<file path="config.mk">
export PLATFORM = sky130hd
export DESIGN_NAME = periodic_timer_table
export DESIGN_NICKNAME = d
export VERILOG_FILES = /design/src/rtl/ptt_pkg.sv /design/src/rtl/ptt_ctrl.sv /design/src/rtl/ptt_dp.sv /design/src/rtl/periodic_timer_table.sv
export SDC_FILE = /design/constraint.sdc
export NUM_CORES = 2
export LEC_CHECK = 0
export BUFFER_PORTS_ARGS = -buffer_cell sky130_fd_sc_hd__buf_2
export CAP_MARGIN = 20
export CORE_MARGIN = 3
export CORE_UTILIZATION = 30
export DETAILED_ROUTE_END_ITERATION = 6
export PLACE_DENSITY_LB_ADDON = 0.05
export SETUP_SLACK_MARGIN = 0.4
export SLEW_MARGIN = 20
export SYNTH_ARGS = -nofsm -noshare
export SYNTH_HDL_FRONTEND = slang
export SYNTH_SLANG_ARGS = --single-unit
</file>
<file path="constraint.sdc">
create_clock -name clk -period 9.6 [get_ports clk]
set_clock_uncertainty 0.2 [all_clocks]
set_input_delay 0 -clock clk [delete_from_list [all_inputs] [get_ports clk]]
set_output_delay 0 -clock clk [all_outputs]
set_load 0.05 [all_outputs]
</file>
<file path="src/rtl/ptt_pkg.sv">
// ----------------------------------------------------------------------------
// ptt_pkg
// Shared types and constants of the periodic timer table: action and status
// codes, field widths and the command/status structs between controller and
// datapath.
// ----------------------------------------------------------------------------
package ptt_pkg;

  // table sizing
  localparam int MAX_TIMERS_DEF = 16;
  localparam int LIVE_CAP       = 16;   // slot ids are 4 bits wide
  localparam int LIVE_W         = 5;    // holds a live count up to 16

  // field widths
  localparam int ACT_W    = 3;
  localparam int SLOT_W   = 4;
  localparam int PERIOD_W = 32;
  localparam int REP_W    = 17;
  localparam int TAG_W    = 16;
  localparam int STAT_W   = 2;

  // configuration
  localparam logic [LIVE_W-1:0] ACTIVE_RESET = 5'd16;
  localparam int                APB_ADDR_W   = 3;

  // action codes
  localparam logic [ACT_W-1:0] ACT_TICK   = 3'd0;
  localparam logic [ACT_W-1:0] ACT_CREATE = 3'd1;
  localparam logic [ACT_W-1:0] ACT_CHANGE = 3'd2;
  localparam logic [ACT_W-1:0] ACT_DELETE = 3'd3;
  localparam logic [ACT_W-1:0] ACT_RESET  = 3'd4;

  // status codes
  localparam logic [STAT_W-1:0] ST_OK        = 2'd0;
  localparam logic [STAT_W-1:0] ST_BAD_ARGS  = 2'd1;
  localparam logic [STAT_W-1:0] ST_FULL      = 2'd2;
  localparam logic [STAT_W-1:0] ST_BAD_SLOT  = 2'd3;

  // result kinds
  localparam logic KIND_STATUS = 1'b0;
  localparam logic KIND_FIRED  = 1'b1;

  localparam logic signed [REP_W-1:0] REPEAT_FOREVER = -17'sd1;

  // controller to datapath
  typedef struct packed {
    logic load;    // latch the request, clear the walk index
    logic exec;    // carry out a create/change/delete/reset
    logic step;    // tick one slot, advance the walk
    logic flush;   // give out the held fire result as the last one
  } ptt_cmd_t;

  // datapath to controller
  typedef struct packed {
    logic walk_last;  // walk index sits on the highest live slot
  } ptt_stat_t;

endpackage

</file>
<file path="src/rtl/ptt_ctrl.sv">
// ----------------------------------------------------------------------------
// ptt_ctrl
// Sequencer of the timer table: accepts a request, then either runs one
// operation in its exec state or walks the live slots for a tick and flushes.
// ----------------------------------------------------------------------------
module ptt_ctrl (
  input  logic                clk,
  input  logic                rst,
  input  logic                start,
  input  logic                is_tick,
  input  ptt_pkg::ptt_stat_t  stat,
  output logic                busy,
  output ptt_pkg::ptt_cmd_t   cmd
);
  import ptt_pkg::*;

  typedef enum logic [3:0] {
    S_IDLE  = 4'b0001,
    S_WALK  = 4'b0010,
    S_FLUSH = 4'b0100,
    S_EXEC  = 4'b1000
  } state_t;

  state_t state, state_next;
  logic   accept;

  assign busy   = (state != S_IDLE);
  assign accept = start && (state == S_IDLE);

  // next state
  always_comb begin
    state_next = state;
    case (state)
      S_IDLE: begin
        if (accept) begin
          state_next = is_tick ? S_WALK : S_EXEC;
        end
      end
      S_WALK: begin
        if (stat.walk_last) begin
          state_next = S_FLUSH;
        end
      end
      S_FLUSH: state_next = S_IDLE;
      S_EXEC:  state_next = S_IDLE;
      default: state_next = S_IDLE;
    endcase
  end

  always_ff @(posedge clk) begin
    if (rst) begin
      state <= S_IDLE;
    end else begin
      state <= state_next;
    end
  end

  // commands
  assign cmd.load  = accept;
  assign cmd.exec  = (state == S_EXEC);
  assign cmd.step  = (state == S_WALK);
  assign cmd.flush = (state == S_FLUSH);

endmodule

</file>
<file path="src/rtl/ptt_dp.sv">
// ----------------------------------------------------------------------------
// ptt_dp
// Datapath of the timer table: request registers, slot table, walk index,
// held fire result and the registered result ports.
// ----------------------------------------------------------------------------
module ptt_dp #(
  parameter int MAX_TIMERS = ptt_pkg::MAX_TIMERS_DEF
) (
  input  logic                                clk,
  input  logic                                rst,
  input  ptt_pkg::ptt_cmd_t                   cmd,
  output ptt_pkg::ptt_stat_t                  stat,
  input  logic [ptt_pkg::LIVE_W-1:0]          active_timers,
  input  logic [ptt_pkg::ACT_W-1:0]           action,
  input  logic [ptt_pkg::SLOT_W-1:0]          timer_id,
  input  logic [ptt_pkg::PERIOD_W-1:0]        period,
  input  logic signed [ptt_pkg::REP_W-1:0]    repeat_count,
  input  logic [ptt_pkg::TAG_W-1:0]           handler_tag,
  input  logic                                handler_valid,
  output logic                                strobe,
  output logic                                result_kind,
  output logic [ptt_pkg::SLOT_W-1:0]          slot_id,
  output logic [ptt_pkg::TAG_W-1:0]           fired_tag,
  output logic [ptt_pkg::STAT_W-1:0]          status,
  output logic                                last
);
  import ptt_pkg::*;

  localparam int SLOTS = (MAX_TIMERS < LIVE_CAP) ? MAX_TIMERS : LIVE_CAP;
  localparam int IDX_W = (SLOTS > 1) ? $clog2(SLOTS) : 1;

  // request registers
  logic [ACT_W-1:0]        req_act;
  logic [SLOT_W-1:0]       req_id;
  logic [PERIOD_W-1:0]     req_period;
  logic signed [REP_W-1:0] req_rep;
  logic [TAG_W-1:0]        req_tag;
  logic                    req_tag_valid;

  // slot table
  logic [SLOTS-1:0]        used;
  logic [PERIOD_W-1:0]     tbl_period [SLOTS];
  logic [PERIOD_W-1:0]     tbl_rem    [SLOTS];
  logic signed [REP_W-1:0] tbl_rep    [SLOTS];
  logic [TAG_W-1:0]        tbl_tag    [SLOTS];

  // walk and held fire result
  logic [IDX_W-1:0]  walk;
  logic              pend_valid;
  logic [IDX_W-1:0]  pend_slot;
  logic [TAG_W-1:0]  pend_tag;

  logic [LIVE_W-1:0]       n_live;
  logic [IDX_W-1:0]        free_idx;
  logic                    free_found;
  logic [IDX_W-1:0]        id_idx;
  logic [IDX_W-1:0]        sel;
  logic                    in_range;
  logic                    id_used;
  logic                    rep_lt_m1;
  logic                    rep_ok;
  logic                    cur_used;
  logic                    fire;
  logic signed [REP_W-1:0] rep_dec;

  // operation outcome
  logic               wr_all;
  logic               set_used;
  logic               clr_used;
  logic               wr_chg;
  logic [STAT_W-1:0]  op_status;
  logic [SLOT_W-1:0]  op_slot;

  // request latch
  always_ff @(posedge clk) begin
    if (cmd.load) begin
      req_act       <= action;
      req_id        <= timer_id;
      req_period    <= period;
      req_rep       <= repeat_count;
      req_tag       <= handler_tag;
      req_tag_valid <= handler_valid;
    end
  end

  // live slot count, clamped to 1..SLOTS
  always_comb begin
    if (active_timers == '0) begin
      n_live = LIVE_W'(1);
    end else if (active_timers > LIVE_W'(SLOTS)) begin
      n_live = LIVE_W'(SLOTS);
    end else begin
      n_live = active_timers;
    end
  end

  // lowest free live slot
  always_comb begin
    free_idx   = '0;
    free_found = 1'b0;
    for (int i = SLOTS - 1; i >= 0; i--) begin
      if (!used[i] && (LIVE_W'(i) < n_live)) begin
        free_idx   = IDX_W'(i);
        free_found = 1'b1;
      end
    end
  end

  assign id_idx    = req_id[IDX_W-1:0];
  assign in_range  = ({1'b0, req_id} < n_live);
  assign id_used   = in_range && used[id_idx];
  assign rep_lt_m1 = req_rep[REP_W-1] && (req_rep != REPEAT_FOREVER);
  assign rep_ok    = !rep_lt_m1 && (req_rep != '0);

  // one table port: walk index, created slot or addressed slot
  always_comb begin
    if (cmd.exec) begin
      sel = (req_act == ACT_CREATE) ? free_idx : id_idx;
    end else begin
      sel = walk;
    end
  end

  // tick of the walked slot
  assign cur_used = used[sel];
  assign fire     = cur_used && (tbl_rem[sel][PERIOD_W-1:1] == '0);
  assign rep_dec  = (tbl_rep[sel] == REPEAT_FOREVER) ? tbl_rep[sel]
                                                     : tbl_rep[sel] - REP_W'(1);

  // operation decode
  always_comb begin
    wr_all    = 1'b0;
    set_used  = 1'b0;
    clr_used  = 1'b0;
    wr_chg    = 1'b0;
    op_status = ST_OK;
    op_slot   = req_id;
    case (req_act)
      ACT_CREATE: begin
        op_slot = '0;
        if ((req_period == '0) || !rep_ok) begin
          op_status = ST_BAD_ARGS;
        end else if (!free_found) begin
          op_status = ST_FULL;
        end else begin
          op_slot  = SLOT_W'(free_idx);
          wr_all   = 1'b1;
          set_used = 1'b1;
        end
      end
      ACT_CHANGE: begin
        if (!id_used) begin
          op_status = ST_BAD_SLOT;
        end else if (rep_lt_m1) begin
          op_status = ST_BAD_ARGS;
        end else begin
          wr_chg = 1'b1;
        end
      end
      ACT_DELETE: begin
        if (!in_range) begin
          op_status = ST_BAD_SLOT;
        end else begin
          clr_used = 1'b1;
        end
      end
      ACT_RESET: begin
        if (!in_range) begin
          op_status = ST_BAD_SLOT;
        end else if (!rep_ok) begin
          op_status = ST_BAD_ARGS;
        end else if (!id_used) begin
          op_status = ST_BAD_SLOT;
        end else begin
          wr_all = 1'b1;
        end
      end
      default: begin
        op_status = ST_BAD_ARGS;
        op_slot   = '0;
      end
    endcase
  end

  // slot occupancy
  always_ff @(posedge clk) begin
    if (rst) begin
      used <= '0;
    end else if (cmd.exec && set_used) begin
      used[sel] <= 1'b1;
    end else if (cmd.exec && clr_used) begin
      used[sel] <= 1'b0;
    end else if (cmd.step && fire && (rep_dec == '0)) begin
      used[sel] <= 1'b0;
    end
  end

  // slot contents
  always_ff @(posedge clk) begin
    if (cmd.exec && wr_all) begin
      tbl_period[sel] <= req_period;
      tbl_rem[sel]    <= req_period;
      tbl_rep[sel]    <= req_rep;
      tbl_tag[sel]    <= req_tag;
    end else if (cmd.exec && wr_chg) begin
      if (req_tag_valid) begin
        tbl_tag[sel] <= req_tag;
      end
      if (req_period != '0) begin
        tbl_period[sel] <= req_period;
        tbl_rem[sel]    <= req_period;
      end
      if (req_rep != '0) begin
        tbl_rep[sel] <= req_rep;
      end
    end else if (cmd.step && cur_used) begin
      if (fire) begin
        tbl_rep[sel] <= rep_dec;
        if (rep_dec != '0) begin
          tbl_rem[sel] <= tbl_period[sel];
        end
      end else begin
        tbl_rem[sel] <= tbl_rem[sel] - PERIOD_W'(1);
      end
    end
  end

  // walk index
  assign stat.walk_last = (LIVE_W'(walk) == (n_live - LIVE_W'(1)));

  always_ff @(posedge clk) begin
    if (cmd.load) begin
      walk <= '0;
    end else if (cmd.step && !stat.walk_last) begin
      walk <= walk + IDX_W'(1);
    end
  end

  // held fire result: only known to be the last once the walk ends
  always_ff @(posedge clk) begin
    if (rst) begin
      pend_valid <= 1'b0;
    end else if (cmd.step && fire) begin
      pend_valid <= 1'b1;
    end else if (cmd.flush) begin
      pend_valid <= 1'b0;
    end
  end

  always_ff @(posedge clk) begin
    if (cmd.step && fire) begin
      pend_slot <= sel;
      pend_tag  <= tbl_tag[sel];
    end
  end

  // result strobe
  always_ff @(posedge clk) begin
    if (rst) begin
      strobe <= 1'b0;
    end else begin
      strobe <= cmd.exec || ((cmd.step && fire) || cmd.flush) && pend_valid;
    end
  end

  // result payload
  always_ff @(posedge clk) begin
    if (cmd.exec) begin
      result_kind <= KIND_STATUS;
      slot_id     <= op_slot;
      fired_tag   <= '0;
      status      <= op_status;
      last        <= 1'b1;
    end else begin
      result_kind <= KIND_FIRED;
      slot_id     <= SLOT_W'(pend_slot);
      fired_tag   <= pend_tag;
      status      <= ST_OK;
      last        <= cmd.flush;
    end
  end

endmodule

</file>
<file path="src/rtl/periodic_timer_table.sv">
// ----------------------------------------------------------------------------
// periodic_timer_table
// Table of periodic timer slots with repeat counts, driven by tick, create,
// change, delete and reset requests; APB register for the live slot count.
// ----------------------------------------------------------------------------
// A request is taken when start is high and busy is low. Create, change,
// delete and reset keep the block busy in the exec state and give one status
// result in the cycle after it; an unknown action code does the same with a
// bad-args status. A tick walks the live slots one per cycle, then flushes;
// the live slot count is 1..16, and at most MAX_TIMERS. Each fired timer
// gives one result; the last flag marks the final one, and a tick that fires
// nothing gives no result. Every result is on the ports for exactly one
// cycle, marked by strobe, and must be taken then: there is no way to hold
// it off. Fire results come out in ascending slot order, the last at the
// flush. Write active_timers only while the block is idle.
module periodic_timer_table #(
  parameter int MAX_TIMERS = ptt_pkg::MAX_TIMERS_DEF
) (
  input  logic                                clk,
  input  logic                                rst,
  // request
  input  logic                                start,
  output logic                                busy,
  input  logic [ptt_pkg::ACT_W-1:0]           action,
  input  logic [ptt_pkg::SLOT_W-1:0]          timer_id,
  input  logic [ptt_pkg::PERIOD_W-1:0]        period,
  input  logic signed [ptt_pkg::REP_W-1:0]    repeat_count,
  input  logic [ptt_pkg::TAG_W-1:0]           handler_tag,
  input  logic                                handler_valid,
  // results
  output logic                                strobe,
  output logic                                result_kind,
  output logic [ptt_pkg::SLOT_W-1:0]          slot_id,
  output logic [ptt_pkg::TAG_W-1:0]           fired_tag,
  output logic [ptt_pkg::STAT_W-1:0]          status,
  output logic                                last,
  // configuration
  input  logic                                psel,
  input  logic                                penable,
  input  logic                                pwrite,
  input  logic [ptt_pkg::APB_ADDR_W-1:0]      paddr,
  input  logic [31:0]                         pwdata,
  output logic [31:0]                         prdata,
  output logic                                pready
);
  import ptt_pkg::*;

  logic [LIVE_W-1:0] active_timers;
  logic              cfg_wr;
  ptt_cmd_t          cmd;
  ptt_stat_t         stat;

  // register at byte address 0
  assign pready = 1'b1;
  assign cfg_wr = psel && penable && pwrite && pready && !paddr[2];

  always_ff @(posedge clk) begin
    if (rst) begin
      active_timers <= ACTIVE_RESET;
    end else if (cfg_wr) begin
      active_timers <= pwdata[LIVE_W-1:0];
    end
  end

  assign prdata = paddr[2] ? 32'd0 : {{(32-LIVE_W){1'b0}}, active_timers};

  ptt_ctrl u_ctrl (
    .clk     (clk),
    .rst     (rst),
    .start   (start),
    .is_tick (action == ACT_TICK),
    .stat    (stat),
    .busy    (busy),
    .cmd     (cmd)
  );

  ptt_dp #(
    .MAX_TIMERS (MAX_TIMERS)
  ) u_dp (
    .clk           (clk),
    .rst           (rst),
    .cmd           (cmd),
    .stat          (stat),
    .active_timers (active_timers),
    .action        (action),
    .timer_id      (timer_id),
    .period        (period),
    .repeat_count  (repeat_count),
    .handler_tag   (handler_tag),
    .handler_valid (handler_valid),
    .strobe        (strobe),
    .result_kind   (result_kind),
    .slot_id       (slot_id),
    .fired_tag     (fired_tag),
    .status        (status),
    .last          (last)
  );

endmodule
</file>
**Yosys cells after proc, flatten, opt, wreduce, memory -nomap -nowiden**

Memory sizes are Yosys's and may differ from the RTL's. A register that Yosys moved wholly into a read port is not among the register bits.
Cells that the tools add are included.
W data, S select, Z words.

- Register bits after elaboration: 132
- Bits in writable memories: 1552
- Input port bits: 114
- Output and inout port bits: 59
- Word-level logic and storage cells: 256
- Memories: 4

- Add/subtract/negate cells: 4
- Order comparisons: 21
- Equal/unequal tests: 14
- Muxes and demuxes: 116
- Bitwise operators: 10
- Reduce and logical (&&, ||, !) cells: 69

Memories:

| name | words | bits a word | rd ports | clocked after Yosys merged registers in | wr ports | line | RTL |
|---|---|---|---|---|---|---|---|
| u_dp.tbl_period | 16 | 32 | 1 | 0 | 1 | ptt_dp.sv:42 | `logic [PERIOD_W-1:0] tbl_period [SLOTS];` |
| u_dp.tbl_rem | 16 | 32 | 1 | 0 | 1 | ptt_dp.sv:43 | `logic [PERIOD_W-1:0] tbl_rem [SLOTS];` |
| u_dp.tbl_rep | 16 | 17 | 1 | 0 | 1 | ptt_dp.sv:44 | `logic signed [REP_W-1:0] tbl_rep [SLOTS];` |
| u_dp.tbl_tag | 16 | 16 | 1 | 1 | 1 | ptt_dp.sv:45 | `logic [TAG_W-1:0] tbl_tag [SLOTS];` |

Operator list:

| cell | number |
|---|---|
| $mux W32 | 4 |
| $mux W4 | 24 |
| $mux W1 | 64 |
| $mux W16 | 4 |
| $mux W17 | 3 |
| $lt A4 B5 Y1 const A | 8 |
| $logic_and A1 B1 Y1 | 34 |
| $reduce_bool A17 Y1 | 2 |
| $logic_not A32 Y1 | 1 |
| $reduce_bool A32 Y1 | 1 |
| $sub A32 B1 Y32 const B | 1 |
| $logic_not A31 Y1 | 1 |
| $logic_not A1 Y1 | 20 |
| $lt A3 B5 Y1 const A | 4 |
| $eq A17 B1 Y1 const B | 1 |
| $logic_not A17 Y1 | 1 |
| $ne A17 B1 Y1 const B | 1 |
| $sub A17 B2 Y17 const B | 1 |
| $and A16 B16 Y16 | 1 |
| $not A16 Y16 | 1 |
| $or A16 B16 Y16 | 1 |
| $pmux W4 S2 | 2 |
| $mux W5 | 3 |
| $mux W2 | 7 |
| 31 further kinds | 44 |

**Depth between registers and ports, before layout**

An unclocked memory read counts as a cell.

- Word-level depth: 35
- Depth in mapped cells: 33
- Depth with buffers taken out: 23

**Hierarchy**

A second synthesis with hierarchy kept.

- Cells, all modules: 5216
- Area total of the unflattened synthesis: 70991.8 sq um

Modules (own cells, without submodules):

| module | instances | cells each | area an instance (sq um) | seq. area each (sq um) |
|---|---|---|---|---|
| ptt_dp | 1 | 5138 | 70302.4 | 50318.3 |
| periodic_timer_table | 1 | 59 | 499.2 | 100.1 |
| ptt_ctrl | 1 | 19 | 190.2 | 80.1 |

**Worst setup path after synthesis**

No wires, ideal clock.

- Kind: register to register
- From: reg active_timers[3]
- To: mem u_dp.tbl_rem[10][0], enable pin
- Setup time: 0.432 ns
- Arrival: 6.935 ns
- Data required time: 8.968 ns
- Slack: 2.033 ns
- Stages on the path, launching flop included: 32
- Buffers on the path: 10
- Period minus slack after synthesis: 7.567 ns
- Cells stage by stage: dfxtp_1 buf_2 clkbuf_1 nor3_1 o21bai_1 inv_1 ha_1 nor4b_2 o211ai_1 a21oi_2 nand2_4 inv_2 buf_6 buf_6 buf_6 buf_6 buf_6 buf_6 buf_6 a211oi_1 a211oi_1 or4_4 inv_1 ha_1 inv_1 nor4_1 nand4_1 o21ai_1 or3_1 o31ai_4 buf_4 a21oi_1

- Word-level cells in the longest chain between the ends: 35
- Elaborated cells on any way between the ends: 112
- Classes of those cells: add/sub: 1; order compare: 18; eq/ne: 1; mux: 63; bitwise: 3; reduce/logical: 24; memory: 2

RTL lines:

| element | line | RTL |
|---|---|---|
| from (decl) | periodic_timer_table.sv:48 | `logic [LIVE_W-1:0] active_timers;` |
| from (signal assigned) | periodic_timer_table.sv:61 | `active_timers <= pwdata[LIVE_W-1:0];` |
| $gt A5 B5 Y1 | ptt_dp.sv:90 | `end else if (active_timers > LIVE_W'(SLOTS)) begin` |
| $mux W5 | ptt_dp.sv:90 |  |
| $mux W5 * | ptt_dp.sv:88 | `if (active_timers == '0) begin` |
| $lt A4 B5 Y1 | ptt_dp.sv:102 | `if (!used[i] && (LIVE_W'(i) < n_live)) begin` |
| $logic_and A1 B1 Y1 | ptt_dp.sv:102 |  |
| $mux W4 (16 in series) | ptt_dp.sv:102 |  |
| $mux W4 | ptt_dp.sv:118 | `sel = (req_act == ACT_CREATE) ? free_idx : id_idx;` |
| $mux W4 | ptt_dp.sv:117 | `if (cmd.exec) begin` |
| [... 3 more ...] | -- |  |
| $reduce_bool A17 Y1 | ptt_dp.sv:219 | `if (rep_dec != '0) begin` |
| $mux W1 | ptt_dp.sv:219 |  |
| $mux W1 | ptt_dp.sv:217 | `if (fire) begin` |
| $mux W1 | ptt_dp.sv:216 | `end else if (cmd.step && cur_used) begin` |
| $mux W1 | ptt_dp.sv:205 | `end else if (cmd.exec && wr_chg) begin` |
| $mux W1 | ptt_dp.sv:200 | `if (cmd.exec && wr_all) begin` |
| $mux W1 (implied by the code) | ptt_dp.sv:220 | `tbl_rem[sel] <= tbl_period[sel];` |
| $or A1 B1 Y1 (no source line) (2 in series) | -- |  |
| to (decl) | ptt_dp.sv:43 |  |

Mark *: on every way between the ends. The rest lies on a longest branch, timed or not. The select of a mux whose other input is x is not followed.

**Final worst setup path**

- From: reg active_timers[2]
- To: mem u_dp.tbl_rem[12][26] (data pin)

- Word-level cells in the longest chain between the ends: 35
- Elaborated cells on any way between the ends: 108
- Classes of those cells: add/sub: 2; order compare: 18; eq/ne: 1; mux: 60; reduce/logical: 24; memory: 3

RTL lines:

| element | line |
|---|---|
| $gt A5 B5 Y1 | ptt_dp.sv:90 |
| $mux W5 | ptt_dp.sv:90 |
| $mux W5 * | ptt_dp.sv:88 |
| $lt A4 B5 Y1 | ptt_dp.sv:102 |
| $logic_and A1 B1 Y1 | ptt_dp.sv:102 |
| $mux W4 (16 in series) | ptt_dp.sv:102 |
| $mux W4 | ptt_dp.sv:118 |
| $mux W4 | ptt_dp.sv:117 |
| [... 4 more ...] | -- |
| $mux W1 | ptt_dp.sv:219 |
| $mux W1 | ptt_dp.sv:217 |
| $mux W1 | ptt_dp.sv:216 |
| $mux W1 | ptt_dp.sv:205 |
| $mux W1 | ptt_dp.sv:200 |
| $mux W1 (implied by the code) | ptt_dp.sv:220 |
| $mux W32 (no source line) | -- |
| $mux W32 (no source line) * | -- |

Marks and branches as above.

==> flow_summary_export.csv <==
group,metric,value,unit
floorplanning,fp.coreArea,231400,µm²
global_routing,grt_first_pass_wirelength,336.3,mm
placed_design,io_buffers,115,
yosys,syn-cell-area,70210,µm²
pwr,peakVddDrop,0.1387,mV
floorplanning,die_h,489.8,µm
clock_tree,clkTransAtPathRegs,0.06,ns
pwr,combPwrFrac,0.038,
drt,dr_wl_met2,111.7,mm
clock_tree,root_buffer,"clkbuf_16",
yosys,synth_ff_type,"edfxtp_1",
pwr,p_sw,3.611,mW
global_routing,grt-ovfl-total,0,
yosys,ys_async_sr_fraction,0,
clock_tree,clock_path_buffers,3,
floorplanning,fp.dieW,489.8,µm
floorplanning,num_rows,176,
clock_tree,htreeDepth,4,
global_routing,grt_pass1_vias,44260,
drt,via_count,44850,
drt,viasPerCell,5.106,
timing,drv_slew,0,
yosys,seq_area_frac_synth,0.7192,
critical_path,slowest_stage,"a2111oi_0",
timing,setup_viol,0,
run_status,status,"complete, no violations",
critical_path,path_max_fanout,68,
layout,drive_above_1_share,0.1431,
pwr,p_per_area,194.9,nW/µm²
floorplanning,die_area,239900,µm²
pwr,swShare,0.2223,
critical_path,crit_type,"register to register",
pwr,p_int,12.63,mW
yosys,ys_ff_latch,1700,
clock_tree,cts_num_sinks,1700,
layout,n_fill_cell,22300,
drt,met1Wirelength,111.9,mm
pwr,p_seq_frac,0.508,
drt,wl_per_cell,26.94,µm
timing,worstMarginPinSlew,1.238,ns
layout,multi_input_area,18360,µm²
layout,area_growth,18.69,%
critical_path,crit_buf_inv,4,
global_routing,grt_max_degree,129,
floorplanning,ios,173,
drt,drt_iter0_drc,3610,
pwr,total_power,16.24,mW
drt,met3WireLength,8.589,mm
critical_path,cp-end-kind,"register",
critical_path,critPathArrivalTime,8.92,ns
yosys,synth_edf_count,1645,
global_routing,antenna_found_initial,5,
layout,seqCellArea,50500,µm²
yosys,synth_warnings,0,
yosys,syn_inst,5150,
yosys,syn_avg_cell_area,13.63,µm²
critical_path,critPathMaxStageDelay,1.16,ns
yosys,synth.cells.most_frequent,"1645 x edfxtp_1, 1076 x nand2_1, 424 x nand3_1",
worst_hold_path,hold_class,"input pin to register",
yosys,synth_area_leaders,"edfxtp_1 70%, nand2_1 5.8%, nand3_1 3.0%",
drt,firstDrtPassIters,5,
critical_path,startpoint_type,"register",
yosys,ys_types,99,
layout,utilization,0.3601,
clock_tree,cts_tree,"yes",
critical_path,critical_path.top_delay_family,"compound AO/OA/AOI/OAI gates",
drt,drc,0,
pwr,power.share.clock,0.454,
timing,timing.final.ws_setup,1.018,ns
timing,rsz0062_at_grt,"false",
timing,min_period,8.582,ns
job,drv_cap,0,
layout,layout.nets,5623,
timing,period_share,0.8939,
timing,max_slew_margin,0.1536,
timing,finalHoldViolations,0,
drt,dr.max_layer_used,"met4",
critical_path,cp_cell_sequence,"nor3_1 > o21bai_1 > inv_1 > ha_1 > nor4b_2 > o211ai_1 > a21oi_4 > nand2_8 > buf_4 > buf_4 > nor2_1 > a32o_1 > nor3_2 > nand4_1 > buf_4 > nand3b_4 > or3_2 > a2111oi_0 > a211o_1",
critical_path,cp.required,9.94,ns
drt,routed_wl,236.7,mm
timing,finalSetupTns,0,ns
floorplanning,initial_core_util,0.3034,
global_routing,grtUsageTotal,0.1943,
pwr,power.leakage,27.63,nW
critical_path,crit_top_cell,"buf_4",
placed_design,place_congestion,0.7860,
placed_design,dpl.hpwl,126.8,mm
drt,postRouteAntennaNets,0,
yosys,yosys.area.top_type,"edfxtp_1",
yosys,yosysMostFrequentCell,"edfxtp_1",
clock_tree,numCtsBuffers,199,
clock_tree,clk-insertion-delay-late,0.85,ns
timing,max_freq,116.5,MHz
yosys,synth_top_area_frac,0.7035,
placed_design,dp_slack,1.069,ns
==> flip-flops by register name, summed over array words and instances (netlist names), 16 cells and up, named ones only <==
name	count
u_dp.tbl_period	512
u_dp.tbl_rem	512
u_dp.tbl_rep	272
u_dp.tbl_tag	256
u_dp.req_period	32
u_dp.req_rep	17
u_dp.fired_tag	16
u_dp.pend_tag	16
u_dp.req_tag	16
==> worst register-to-register path, cell delays in order, from the launching register on <==
cell and delay, ns:
dfxtp_1 0.85, nor3_1 0.11, o21bai_1 0.42, inv_1 0.09, ha_1 0.23, nor4b_2 0.18
o211ai_1 0.41, a21oi_4 0.19, nand2_8 0.12, buf_4 0.60, buf_4 0.84, nor2_1 0.26
a32o_1 0.36, nor3_2 0.32, nand4_1 0.14, buf_4 0.20, nand3b_4 0.19, or3_2 0.87
a2111oi_0 1.19, a211o_1 0.51
==> logic make-up after synthesis <==
logic type / after synthesis / share of synthesized area
buf+inv: 414 / 0.02780
xor+xnor: 48 / 0.005987
fa+ha+maj: 9 / 0.001604
mux: 140 / 0.02778
simple gates: 2046 / 0.1338
compound gates: 791 / 0.08374
flops: 1700 / 0.7192
other cells: 2 / 0.0001070
==> per-layer routing <==
metal  global-route usage  vias up
li1                     -    20340
met1               0.2781    23310
met2               0.3153      929
met3              0.02456      269
met4              0.04267        0
met5                    0        -
==> power groups by stage <==
stage	clock network (mW)	logic, mW	registers (mW)
2_1_floorplan	0	0.317	8.39
3_3_place_gp	0	0.573	8.40
3_5_place_dp	0	0.576	8.40
4_1_cts	7.59	0.629	8.25
5_1_grt	7.90	0.676	8.25
6_report	7.37	0.621	8.25
==> through the flow <==
stage                     hold slack [ns]  std cells  cell area, µm²
after global placement           -0.02314       8243           75270
final                             0.07668       8783           83340
after global routing              0.06273       8782           83330
after detailed placement         -0.02190       8243           75270
after CTS                        0.004364       8780           83300
after floorplan                   -0.1011       5176           70310
==> final timing paths <==
kind	from	end	slack (ns)	cells after the start
min	rst	u_dp.strobe	0.08	3
min reg2reg	u_dp.pend_tag[13]	u_dp.fired_tag[13]	0.24	1
max	active_timers[2]	u_dp.tbl_rem[12][26]	1.02	19
max reg2reg	active_timers[2]	u_dp.tbl_rem[12][26]	1.02	19
==> timing repair <==
item,CTS,global route
gates resized for setup,0,0
buffers inserted,0,0
endpoints found under the hold margin,149,0
hold buffers,170,0
==> cells in the final DEF, fill, tap and decap left out, drive strengths merged, types with 31 or more instances in the layout <==
master	n
buf	338
a21oi	93
a31o	31
nand2	1078
nor2	129
edfxtp	1645
clkbuf	255
clkinv	89
and3	183
mux4	42
nor3	56
nand3	424
a31oi	78
a211oi	108
dfxtp	55
a311oi	111
inv	36
a211o	51
o21ai	107
and2	35
dlygate4sd3	170
mux2i	79
==> cell type report <==
type                            count  share of cell area
Timing Repair Buffer              508             0.04945
Tap cell                         3115             0.04677
Clock inverter                    112             0.01285
Antenna cell                        2          0.00006005
Clock buffer                      255             0.06301
Multi-Input combinational cell   3062              0.2203
Inverter                           29            0.001606
Sequential cell                  1700              0.6060
No activity file was read; power rests on OpenSTA's default activity.
